File: src/hdl/bsp_pkg.sv
// ----------------------------------------------------------------------------
// bsp_pkg: shared types and constants for the bitmap stream parser
// Result record, result kinds, error codes and header byte positions.
// ----------------------------------------------------------------------------
package bsp_pkg;

	localparam int MAX_DIM_DEF = 4096;

	localparam logic [7:0]  SIG_B        = 8'h42;
	localparam logic [7:0]  SIG_M        = 8'h4D;
	localparam logic [15:0] PLANES_OK    = 16'd1;
	localparam logic [15:0] BPP_OK       = 16'd24;
	localparam logic [31:0] HEADER_BYTES = 32'd30;

	// byte positions of interest within the header
	localparam logic [31:0] POS_SIG0     = 32'd0;
	localparam logic [31:0] POS_SIG1     = 32'd1;
	localparam logic [31:0] POS_SIZE     = 32'd5;
	localparam logic [31:0] POS_OFFSET   = 32'd13;
	localparam logic [31:0] POS_WIDTH    = 32'd21;
	localparam logic [31:0] POS_HEIGHT   = 32'd25;
	localparam logic [31:0] POS_PLANES   = 32'd27;
	localparam logic [31:0] POS_BPP      = 32'd29;

	typedef enum logic [1:0] {
		KIND_HEADER = 2'd0,
		KIND_PIXEL  = 2'd1,
		KIND_ERROR  = 2'd2
	} kind_t;

	typedef enum logic [2:0] {
		ERR_SIGNATURE = 3'd0,
		ERR_PLANES    = 3'd1,
		ERR_BPP       = 3'd2,
		ERR_OFFSET    = 3'd3,
		ERR_DIM       = 3'd4
	} err_t;

	typedef struct packed {
		kind_t       kind;
		logic [7:0]  red;
		logic [7:0]  green;
		logic [7:0]  blue;
		logic [11:0] row;
		logic [11:0] col;
		logic [12:0] image_width;
		logic [12:0] image_height;
		logic [31:0] file_size;
		logic [31:0] data_offset;
		err_t        error_code;
		logic        last;
	} res_t;

	// control from the header parser to the pixel assembler
	typedef struct packed {
		logic init;      // header accepted, load pixel counters
		logic pix_byte;  // current beat is a pixel component
	} pix_ctl_t;

endpackage

File: src/hdl/bsp_pix.sv
// ----------------------------------------------------------------------------
// bsp_pix: pixel assembler
// Gathers blue, green, red bytes into pixels and tracks row and column.
// ----------------------------------------------------------------------------
module bsp_pix import bsp_pkg::*; #(
	parameter int MAX_DIM = MAX_DIM_DEF
) (
	input  logic                              clk,
	input  logic                              arst_n,
	input  pix_ctl_t                          pctl,
	input  logic [7:0]                        data_byte,
	input  logic [$clog2(MAX_DIM + 2) - 1:0]  width,
	input  logic [$clog2(MAX_DIM + 2) - 1:0]  height,
	output logic                              pix_done,
	output logic                              res_valid,
	output res_t                              res
);

	localparam int DW = $clog2(MAX_DIM + 2);

	typedef enum logic [2:0] {
		COMP_BLUE  = 3'b001,
		COMP_GREEN = 3'b010,
		COMP_RED   = 3'b100
	} comp_t;

	comp_t         comp_q;
	logic [7:0]    blue_q;
	logic [7:0]    green_q;
	logic [DW-1:0] row_q;
	logic [DW-1:0] col_q;

	logic          col_wrap;
	logic          row_zero;
	logic [31:0]   row32;
	logic [31:0]   col32;

	assign col_wrap = ({1'b0, col_q} + (DW + 1)'(1)) >= {1'b0, width};
	assign row_zero = (row_q == '0);
	assign row32    = 32'(row_q);
	assign col32    = 32'(col_q);

	// a red byte here would close the image; depends on registers only
	assign pix_done = (comp_q == COMP_RED) && col_wrap && row_zero;

	always_comb begin
		res       = '0;
		res.kind  = KIND_PIXEL;
		res.red   = data_byte;
		res.green = green_q;
		res.blue  = blue_q;
		res.row   = row32[11:0];
		res.col   = col32[11:0];
		res.last  = col_wrap && row_zero;
		res_valid = pctl.pix_byte && (comp_q == COMP_RED);
	end

	always_ff @(posedge clk or negedge arst_n) begin
		if (!arst_n) begin
			comp_q <= COMP_BLUE;
			row_q  <= '0;
			col_q  <= '0;
		end else if (pctl.init) begin
			comp_q <= COMP_BLUE;
			row_q  <= height - DW'(1);
			col_q  <= '0;
		end else if (pctl.pix_byte) begin
			unique case (comp_q)
				COMP_BLUE:  comp_q <= COMP_GREEN;
				COMP_GREEN: comp_q <= COMP_RED;
				default: begin
					comp_q <= COMP_BLUE;
					if (col_wrap) begin
						col_q <= '0;
						if (!row_zero) begin
							row_q <= row_q - DW'(1);
						end
					end else begin
						col_q <= col_q + DW'(1);
					end
				end
			endcase
		end
	end

	always_ff @(posedge clk) begin
		if (pctl.pix_byte && comp_q == COMP_BLUE) begin
			blue_q <= data_byte;
		end
		if (pctl.pix_byte && comp_q == COMP_GREEN) begin
			green_q <= data_byte;
		end
	end

endmodule

File: src/hdl/bsp_ctl.sv
// ----------------------------------------------------------------------------
// bsp_ctl: header parser and phase control
// Checks the signature, captures header fields, runs the skip to pixel data.
// ----------------------------------------------------------------------------
module bsp_ctl import bsp_pkg::*; #(
	parameter int MAX_DIM = MAX_DIM_DEF
) (
	input  logic                              clk,
	input  logic                              arst_n,
	input  logic                              fire,
	input  logic [7:0]                        data_byte,
	input  logic                              start_of_file,
	input  logic                              pix_done,
	output pix_ctl_t                          pctl,
	output logic [$clog2(MAX_DIM + 2) - 1:0]  width,
	output logic [$clog2(MAX_DIM + 2) - 1:0]  height,
	output logic                              res_valid,
	output res_t                              res
);

	localparam int DW = $clog2(MAX_DIM + 2);
	localparam logic [31:0] MAX32 = 32'(MAX_DIM);
	localparam logic [DW-1:0] DIM_SAT = DW'(MAX_DIM + 1);

	typedef enum logic [3:0] {
		PH_IDLE = 4'b0001,
		PH_HEAD = 4'b0010,
		PH_SKIP = 4'b0100,
		PH_PIX  = 4'b1000
	} phase_t;

	phase_t        phase_q, phase_d, phase_e;
	logic [31:0]   pos_q, pos_d, pos_e;
	logic [31:0]   acc_q, acc_n;
	logic [31:0]   size_q;
	logic [31:0]   offset_q;
	logic [DW-1:0] width_q;
	logic [DW-1:0] height_q;
	logic [DW-1:0] dim_sat;
	logic [31:0]   w32;
	logic [31:0]   h32;
	logic          in_head;

	// a start marker restarts at byte 0 regardless of the current phase
	assign phase_e = start_of_file ? PH_HEAD : phase_q;
	assign pos_e   = start_of_file ? '0 : pos_q;
	assign acc_n   = {data_byte, acc_q[31:8]};
	assign dim_sat = (acc_n > MAX32) ? DIM_SAT : acc_n[DW-1:0];
	assign in_head = fire && (phase_e == PH_HEAD);
	assign w32     = 32'(width_q);
	assign h32     = 32'(height_q);
	assign width   = width_q;
	assign height  = height_q;

	always_comb begin
		phase_d          = phase_q;
		pos_d            = pos_q;
		pctl             = '0;
		res_valid        = 1'b0;
		res              = '0;
		res.kind         = KIND_ERROR;
		res.error_code   = ERR_SIGNATURE;
		if (fire) begin
			unique case (phase_e)
				PH_HEAD: begin
					phase_d = PH_HEAD;
					pos_d   = pos_e + 32'd1;
					if (pos_e == POS_SIG0 && data_byte != SIG_B) begin
						res_valid = 1'b1;
						phase_d   = PH_IDLE;
					end else if (pos_e == POS_SIG1 && data_byte != SIG_M) begin
						res_valid = 1'b1;
						phase_d   = PH_IDLE;
					end else if (pos_e == POS_PLANES && acc_n[31:16] != PLANES_OK) begin
						res_valid      = 1'b1;
						res.error_code = ERR_PLANES;
						phase_d        = PH_IDLE;
					end else if (pos_e == POS_BPP) begin
						res_valid = 1'b1;
						phase_d   = PH_IDLE;
						if (acc_n[31:16] != BPP_OK) begin
							res.error_code = ERR_BPP;
						end else if (offset_q < HEADER_BYTES) begin
							res.error_code = ERR_OFFSET;
						end else if (w32 > MAX32 || h32 > MAX32) begin
							res.error_code = ERR_DIM;
						end else begin
							res.kind         = KIND_HEADER;
							res.error_code   = ERR_SIGNATURE;
							res.image_width  = w32[12:0];
							res.image_height = h32[12:0];
							res.file_size    = size_q;
							res.data_offset  = offset_q;
							if (width_q != '0 && height_q != '0) begin
								phase_d   = PH_SKIP;
								pctl.init = 1'b1;
							end
						end
					end
				end
				PH_SKIP: begin
					if (pos_q < offset_q) begin
						pos_d = pos_q + 32'd1;
					end else begin
						pctl.pix_byte = 1'b1;
						phase_d       = pix_done ? PH_IDLE : PH_PIX;
					end
				end
				PH_PIX: begin
					pctl.pix_byte = 1'b1;
					if (pix_done) begin
						phase_d = PH_IDLE;
					end
				end
				default: begin
					phase_d = PH_IDLE;
				end
			endcase
		end
	end

	always_ff @(posedge clk or negedge arst_n) begin
		if (!arst_n) begin
			phase_q <= PH_IDLE;
			pos_q   <= '0;
		end else begin
			phase_q <= phase_d;
			pos_q   <= pos_d;
		end
	end

	always_ff @(posedge clk) begin
		if (in_head) begin
			acc_q <= acc_n;
			if (pos_e == POS_SIZE) begin
				size_q <= acc_n;
			end
			if (pos_e == POS_OFFSET) begin
				offset_q <= acc_n;
			end
			if (pos_e == POS_WIDTH) begin
				width_q <= dim_sat;
			end
			if (pos_e == POS_HEIGHT) begin
				height_q <= dim_sat;
			end
		end
	end

endmodule

File: src/hdl/bmp_stream_header_pixel_parser.sv
// ----------------------------------------------------------------------------
// bmp_stream_header_pixel_parser: 24-bit bitmap header and pixel parser
// Byte-stream front end that validates a bitmap header and emits pixels.
// ----------------------------------------------------------------------------
// Feed a bitmap file one byte per beat, with start_of_file high on byte 0
// (that beat always restarts the parser). Bytes 0..29 are the header: after
// byte 29 one header beat (kind 0) carries width, height, file size and the
// pixel-data offset, or an error beat (kind 2) is sent as soon as a check
// fails: a wrong signature at byte 0 or 1, a plane count other than one at
// byte 27, and at byte 29 bits per pixel other than 24, an offset below 30,
// or a dimension above MAX_DIM. Bytes up to the offset are dropped, then
// each blue, green, red triple yields one pixel beat (kind 1) with the row
// counting down from height-1 and the column counting up; the final pixel
// has last set. Rows are packed with no padding. After an error, after the
// last pixel, and for an empty image, bytes are dropped until the next
// start marker. Throughput is one byte per clock while the output is not
// stalled: a beat is registered at the input, resolved against the parser
// state, and any result lands in the output register. in_stall follows
// out_stall only when the input register is occupied and the output
// register is full and stalled.
// ----------------------------------------------------------------------------
module bmp_stream_header_pixel_parser import bsp_pkg::*; #(
	parameter int MAX_DIM = MAX_DIM_DEF
) (
	input  logic        clk,
	input  logic        arst_n,
	input  logic        in_valid,
	output logic        in_stall,
	input  logic [7:0]  data_byte,
	input  logic        start_of_file,
	output logic        out_valid,
	input  logic        out_stall,
	output logic [1:0]  kind,
	output logic [7:0]  red,
	output logic [7:0]  green,
	output logic [7:0]  blue,
	output logic [11:0] row,
	output logic [11:0] col,
	output logic [12:0] image_width,
	output logic [12:0] image_height,
	output logic [31:0] file_size,
	output logic [31:0] data_offset,
	output logic [2:0]  error_code,
	output logic        last
);

	localparam int DW = $clog2(MAX_DIM + 2);

	// input stage
	logic          valid_s1;
	logic [7:0]    data_s1;
	logic          sof_s1;

	// output stage
	logic          valid_s2;
	res_t          res_s2;

	logic          adv;
	logic          fire;
	pix_ctl_t      pctl;
	logic [DW-1:0] width;
	logic [DW-1:0] height;
	logic          pix_done;
	logic          hdr_valid;
	res_t          hdr_res;
	logic          pix_valid;
	res_t          pix_res;

	// advance the output register whenever it is empty or being drained
	assign adv      = !valid_s2 || !out_stall;
	assign fire     = valid_s1 && adv;
	assign in_stall = valid_s1 && !adv;

	always_ff @(posedge clk or negedge arst_n) begin
		if (!arst_n) begin
			valid_s1 <= 1'b0;
		end else if (!in_stall) begin
			valid_s1 <= in_valid;
		end
	end

	always_ff @(posedge clk) begin
		if (in_valid && !in_stall) begin
			data_s1 <= data_byte;
			sof_s1  <= start_of_file;
		end
	end

	bsp_ctl #(
		.MAX_DIM(MAX_DIM)
	) u_ctl (
		.clk          (clk),
		.arst_n       (arst_n),
		.fire         (fire),
		.data_byte    (data_s1),
		.start_of_file(sof_s1),
		.pix_done     (pix_done),
		.pctl         (pctl),
		.width        (width),
		.height       (height),
		.res_valid    (hdr_valid),
		.res          (hdr_res)
	);

	bsp_pix #(
		.MAX_DIM(MAX_DIM)
	) u_pix (
		.clk      (clk),
		.arst_n   (arst_n),
		.pctl     (pctl),
		.data_byte(data_s1),
		.width    (width),
		.height   (height),
		.pix_done (pix_done),
		.res_valid(pix_valid),
		.res      (pix_res)
	);

	// header/error and pixel results never occur on the same beat
	always_ff @(posedge clk or negedge arst_n) begin
		if (!arst_n) begin
			valid_s2 <= 1'b0;
		end else if (adv) begin
			valid_s2 <= fire && (hdr_valid || pix_valid);
		end
	end

	always_ff @(posedge clk) begin
		if (adv) begin
			res_s2 <= pix_valid ? pix_res : hdr_res;
		end
	end

	assign out_valid    = valid_s2;
	assign kind         = res_s2.kind;
	assign red          = res_s2.red;
	assign green        = res_s2.green;
	assign blue         = res_s2.blue;
	assign row          = res_s2.row;
	assign col          = res_s2.col;
	assign image_width  = res_s2.image_width;
	assign image_height = res_s2.image_height;
	assign file_size    = res_s2.file_size;
	assign data_offset  = res_s2.data_offset;
	assign error_code   = res_s2.error_code;
	assign last         = res_s2.last;

endmodule
File: config.mk
export PLATFORM = sky130hd
export DESIGN_NAME = bmp_stream_header_pixel_parser
export DESIGN_NICKNAME = d
export VERILOG_FILES = /design/src/hdl/bsp_pkg.sv /design/src/hdl/bsp_pix.sv /design/src/hdl/bsp_ctl.sv /design/src/hdl/bmp_stream_header_pixel_parser.sv
export SDC_FILE = /design/constraint.sdc
export NUM_CORES = 1
export LEC_CHECK = 0
export ABC_AREA = 1
export BUFFER_PORTS_ARGS = -buffer_cell sky130_fd_sc_hd__buf_2
export CORE_UTILIZATION = 30
export CTS_BUF_LIST = sky130_fd_sc_hd__clkbuf_4
export DETAILED_ROUTE_END_ITERATION = 6
export GPL_ROUTABILITY_DRIVEN = 1
export PLACE_DENSITY = 0.52
export SYNTH_ARGS = -nofsm -noshare
export SYNTH_HDL_FRONTEND = slang
export SYNTH_HIERARCHICAL = 1
export SYNTH_SLANG_ARGS = --single-unit
export TNS_END_PERCENT = 10
File: constraint.sdc
create_clock -name clk -period 5.83 [get_ports clk]
set_input_delay 1.4575 -clock clk [delete_from_list [all_inputs] [get_ports clk]]
set_output_delay 1.4575 -clock clk [all_outputs]
set_load 0.005 [all_outputs]
======== Yosys cells after proc, flatten, opt, wreduce, memory -nomap -nowiden ========
Cells that the tools add are included.
Widths: inputs -> output; s select.
storage, ports and cells
  bits in registers ....................... 358
  bits in latches ......................... 0
  RAM bits ................................ 0
  memory bits (read-only) ................. 0
  input bits .............................. 13
  output and inout bits ................... 146
  word-level logic and storage cells ...... 170
  memories kept ........................... 0
operators by class
  add/subtract/negate cells ............... 6
  multipliers ............................. 0
  div/mod/pow operators ................... 0
  magnitude comparators ................... 6
  equality and inequality tests ........... 22
  shift-type cells ........................ 0
  multiplexer cells ....................... 61
  bitwise logic cells ..................... 3
  reduce and logical (&&, ||, !) cells .... 42
operators with widths
  cell                   count
  $mux 13                10
  $eq 32x5->1 const B    4
  $add 32x1->32 const B  2
  $mux 32                2
  $pmux 32 s2            1
  $mux 4                 11
  $eq 32x1->1 const B    1
  $eq 32x3->1 const B    1
  $eq 32x4->1 const B    1
  $gt 32x13->1 const B   1
  $logic_not 32->1       1
  $lt 32x32->1           1
  $lt 32x5->1 const B    1
  $gt 13x13->1 const B   2
  $reduce_bool 13->1     2
  $sub 13x1->13 const B  2
  $mux 2                 12
  $mux 1                 18
  $ne 16x1->1 const B    1
  $ne 16x5->1 const B    1
  $ne 8x7->1 const B     2
  $logic_and 1x1->1      15
  $add 13x1->14 const B  1
  $ge 14x13->1           1
  other kinds (26)       46

======== Longest topological paths before layout ========
  depth after elaboration ................. 15
  mapped depth ............................ 24
  gate-level depth less buffers ........... 24

======== Modules after synthesis ========
Netlist, hierarchy kept.
by module, submodules not included
  module                          times used  cells an instance  area each (um^2)  sequential area each (um^2)
  bsp_ctl                         1           1003               9427.8            4325.4
  bmp_stream_header_pixel_parser  1           629                7004.2            4644.5
  bsp_pix                         1           473                3727.3            1207.4

======== Least setup slack after synthesis ========
OpenSTA, ideal clock, no wires.
  path kind ............................... input to register
  start ................................... in out_stall
  end ..................................... reg res_s2, in the netlist blue[0], enable pin
  setup time .............................. 1.233 ns
  data arrival time ....................... 3.813 ns
  data required time ...................... 4.597 ns
  slack ................................... 0.784 ns
  cell stages on the path ................. 1
  path buffers ............................ 0
  cell sequence ........................... nand2_1
on the way
  longest elaborated chain between the ends .. 2
RTL lines
  element                 line                                   text
  start: declaration      bmp_stream_header_pixel_parser.sv:32   input logic out_stall,
  $logic_not 1->1         bmp_stream_header_pixel_parser.sv:70   assign adv = !valid_s2 || !out_stall;
  $logic_or 1x1->1        bmp_stream_header_pixel_parser.sv:70
  end signal: assignment  bmp_stream_header_pixel_parser.sv:130  res_s2 <= pix_valid ? pix_res : hdr_res;
  end: declaration        bmp_stream_header_pixel_parser.sv:56   res_t res_s2;
No other way between the ends.
A chain may end at the register's enable or synchronous reset.

==> impl_metrics.tcl <==
set metrics [dict create \
    outcome "finished, final reports clean" \
    grt_max_degree 105 \
    firstDrtPassIters 7 \
    fillers 6891 \
    yosysWarnings 6 \
    critPathKind "reg -> reg" \
    synth_edf_count 283 \
    dpl-instance-area_sq_um 20900 \
    post_cts_buffers 0 \
    fin_area_sq_um 22100 \
    ys_seq_area_share_pct 50.5 \
    fin_crit_sh_pct 72.0 \
    r2r-end "u_pix/row_q[10]$_DFFE_PN0P_" \
    grt_pass1_vias 13291 \
    fp-row-count 94 \
    cap_violations 0 \
    cp-end-kind "register" \
    cts_made_buffers 98 \
    grt_usage_pct 14.3 \
    drtAntennaViolNets 0 \
    core_area_sq_um 66100 \
    worstPathRequired_ps 6570 \
    p_leak_uw 0.00934 \
    slew_viol_final 0 \
    synth_cell_types 46 \
    pwr-share-seq_pct 52.2 \
    max_freq_ghz 0.238 \
    post-route-util_pct 33.5 \
    hold_buffers 0 \
    tns_ps 0 \
    syn_avg_cell_area_sq_um 9.58 \
    rsz0062_at_grt "no" \
    drtIter0Drc 872 \
    slew_headroom_pct 19.6 \
    worstHoldPathType "reg -> reg" \
    p_switching_uw 1540 \
    power.internal_uw 4280 \
    period_minus_slack_ps 4200 \
    cp_max_fo 27 \
    syn-cell-area_sq_um 20200 \
    skew_ps 75.8 \
    min_from "u_ctl/phase_q[0]$_DFFE_PN1P_" \
    clk_pin_slew_ps 70 \
    holdPathStages 2 \
    grt_pass1_wl_microns 74700 \
    clockBufferDepth 3 \
    vias 13499 \
    hpwl_microns 35400 \
    cts-htree-levels 3 \
    reg2reg_slack_ps 1630 \
    timing.hold.ws_ps 478 \
    initial_core_util_pct 30.5 \
    cp_data_arrival_time_ps 4930 \
    async_flop_share_pct 19.1 \
    wl_per_cell_microns 15.0 \
    r2r_cells 19 \
    finalHoldViolCount 0 \
    ys.flop_type "edfxtp_1" \
    peakVddDrop_mv 0.108 \
    final_layout_size_suffix_gt1_share_pct 23.2 \
    r2r-start "data_s1[7]$_DFFE_PP_" \
    clock_power_share_pct 39.0 \
    cp-start-kind "register" \
    min_to "u_ctl/phase_q[0]$_DFFE_PN1P_" \
    overflow 0 \
    drc 0 \
    powerDensity_nw_per_um2 263 \
    ios 159 \
    area_growth_pct 9.84 \
    p_comb_share_pct 8.8 \
    setup_viol 0 \
    cts_root_buf "clkbuf_4" \
    gp_congestion 0.892 \
    swShare_pct 26.4 \
    port_buffers 158 \
    worst_pin_slew_ps 1210 \
    die_w_microns 261 \
    vias_per_cell 4.17 \
    cts_sinks 350 \
    finalWirelength_microns 48600 \
    die_area_sq_um 68200 \
    die_h_microns 261 \
    cts_tree "built" \
    antenna_found_initial 6 \
    clkLatencyLatePin_ps 860 \
    final_nets 2350 \
    ys_ff_latch 350 \
    netlist_instances 2105 \
    cts_resized 0 \
]
layout by cell type (no fill, tap or decap), drive strengths merged, types with 13 or more instances in the layout:
master,synthesis,final
nand2,448,448
conb,3,145
xor2,36,36
inv,357,358
buf,226,183
ha,47,47
clkinv,0,38
nand3,83,83
nor3,35,35
o21ai,193,193
nand4,18,18
clkbuf,14,137
dfrtp,65,65
nor2,220,220
xnor2,13,13
edfxtp,283,283
a21oi,28,28
layer usage:
metal	vias to the layer above	track usage, %	wire length, microns
met5	-	0	0
met4	0	6.96	1670
met3	93	2.75	2450
met2	302	23.8	23200
met1	6240	17.9	21300
li1	6864	-	-
cells by family (layout without fill, tap and decap cells):
kind of cell / after synthesis / in the layout / synth area share, %
flops: 350 / 350 / 50.5
mux: 4 / 4 / 0.199
fa+ha+maj: 47 / 47 / 2.92
buf+inv: 597 / 720 / 16.4
xor+xnor: 49 / 49 / 2.13
compound gates: 227 / 227 / 6.86
simple gates: 828 / 828 / 20.9
other cells: 3 / 147 / 0.0559
area by class of cell:
| class | count | area, sq um | area share, % |
|---|---|---|---|
| antenna | 2 | 5.00 | 0.0226 |
| sequential | 350 | 10200 | 46.0 |
| clock inverter | 43 | 243 | 1.10 |
| tap | 864 | 1080 | 4.88 |
| multi-input combinational | 1300 | 7240 | 32.7 |
| inverter | 357 | 1340 | 6.05 |
| timing repair buffer | 183 | 1030 | 4.64 |
| clock buffer | 137 | 1030 | 4.64 |
power by group through the flow:
stage / Combinational, uW / Clock, uW / Sequential, uW
after floorplan: 340 / 0 / 3080
after global placement: 515 / 0 / 3090
after detailed placement: 525 / 0 / 3090
after CTS: 526 / 2370 / 3040
after global routing: 583 / 2480 / 3050
final: 513 / 2270 / 3030
metrics by stage:
| stage | setup WS [ps] | power, uW | std cells |
|---|---|---|---|
| after floorplan | 784 | 3420 | 2247 |
| after global placement | 1520 | 3610 | 3054 |
| after detailed placement | 1540 | 3610 | 3054 |
| after CTS | 1550 | 5940 | 3234 |
| after global routing | 1210 | 6120 | 3236 |
| final | 1630 | 5820 | 3236 |
critical path: stages, from the launching register on:
cell	delay, ps
edfxtp_1	690
nor2_1	200
nand2_1	80
nor2_1	460
nand2_1	160
nor2_1	300
nand2_1	90
nor2_1	130
nand2_2	80
nor3_2	110
buf_4	270
inv_2	250
o21ai_2	260
ha_1	220
nand3_1	170
nor2_2	220
nand2_1	100
xor2_1	150
nand2_1	80
nand2_1	50
cells in the mapped netlist, types with 9 or more instances:
library cell	count	area share [%]
nand2_2	11	0.34
xnor2_1	13	0.56
inv_1	349	6.5
edfxtp_1	283	42
o21ai_2	62	2.7
o21ai_1	17	0.42
nor2_4	92	5.1
nand4_1	17	0.53
buf_6	23	1.3
clkbuf_1	14	0.26
xor2_1	36	1.6
nand2_1	430	8.0
buf_4	185	6.9
nor3_1	30	0.74
buf_12	11	1.1
nor2_2	9	0.28
dfrtp_1	65	8.1
a21oi_1	28	0.70
ha_1	47	2.9
nor2_1	119	2.2
o21ai_0	114	2.8
nand3_1	79	2.0
worst max path at each step:
stage	startpoint	end	slack, ps	cells past startpoint
after CTS	data_s1[7]$_DFFE_PP_	u_pix/row_q[10]$_DFFE_PN0P_	1550	19
after global placement	out_stall	u_pix/row_q[10]$_DFFE_PN0P_	1520	14
after floorplan	out_stall	blue[0]$_DFFE_PP_	780	1
after detailed placement	out_stall	u_pix/row_q[10]$_DFFE_PN0P_	1540	14
final	data_s1[7]$_DFFE_PP_	u_pix/row_q[10]$_DFFE_PN0P_	1630	19
after global routing	data_s1[7]$_DFFE_PP_	u_pix/row_q[10]$_DFFE_PN0P_	1210	19
state kept, by name, summed over array words and instances, names as in the netlist, 4 cells and up:
name and count:
data_offset 32, file_size 32, u_ctl/offset_q 32, u_ctl/pos_q 32, u_ctl/size_q 32, u_ctl/acc_q 24
image_height 13, image_width 13, u_ctl/height 13, u_ctl/width 13, u_pix/col_q 13, u_pix/row_q 13
col 12, row 12, blue 8, data_s1 8, green 8, red 8
u_pix/blue_q 8, u_pix/green_q 8, u_ctl/phase_q 4
Power figures use the tool's default switching activity.
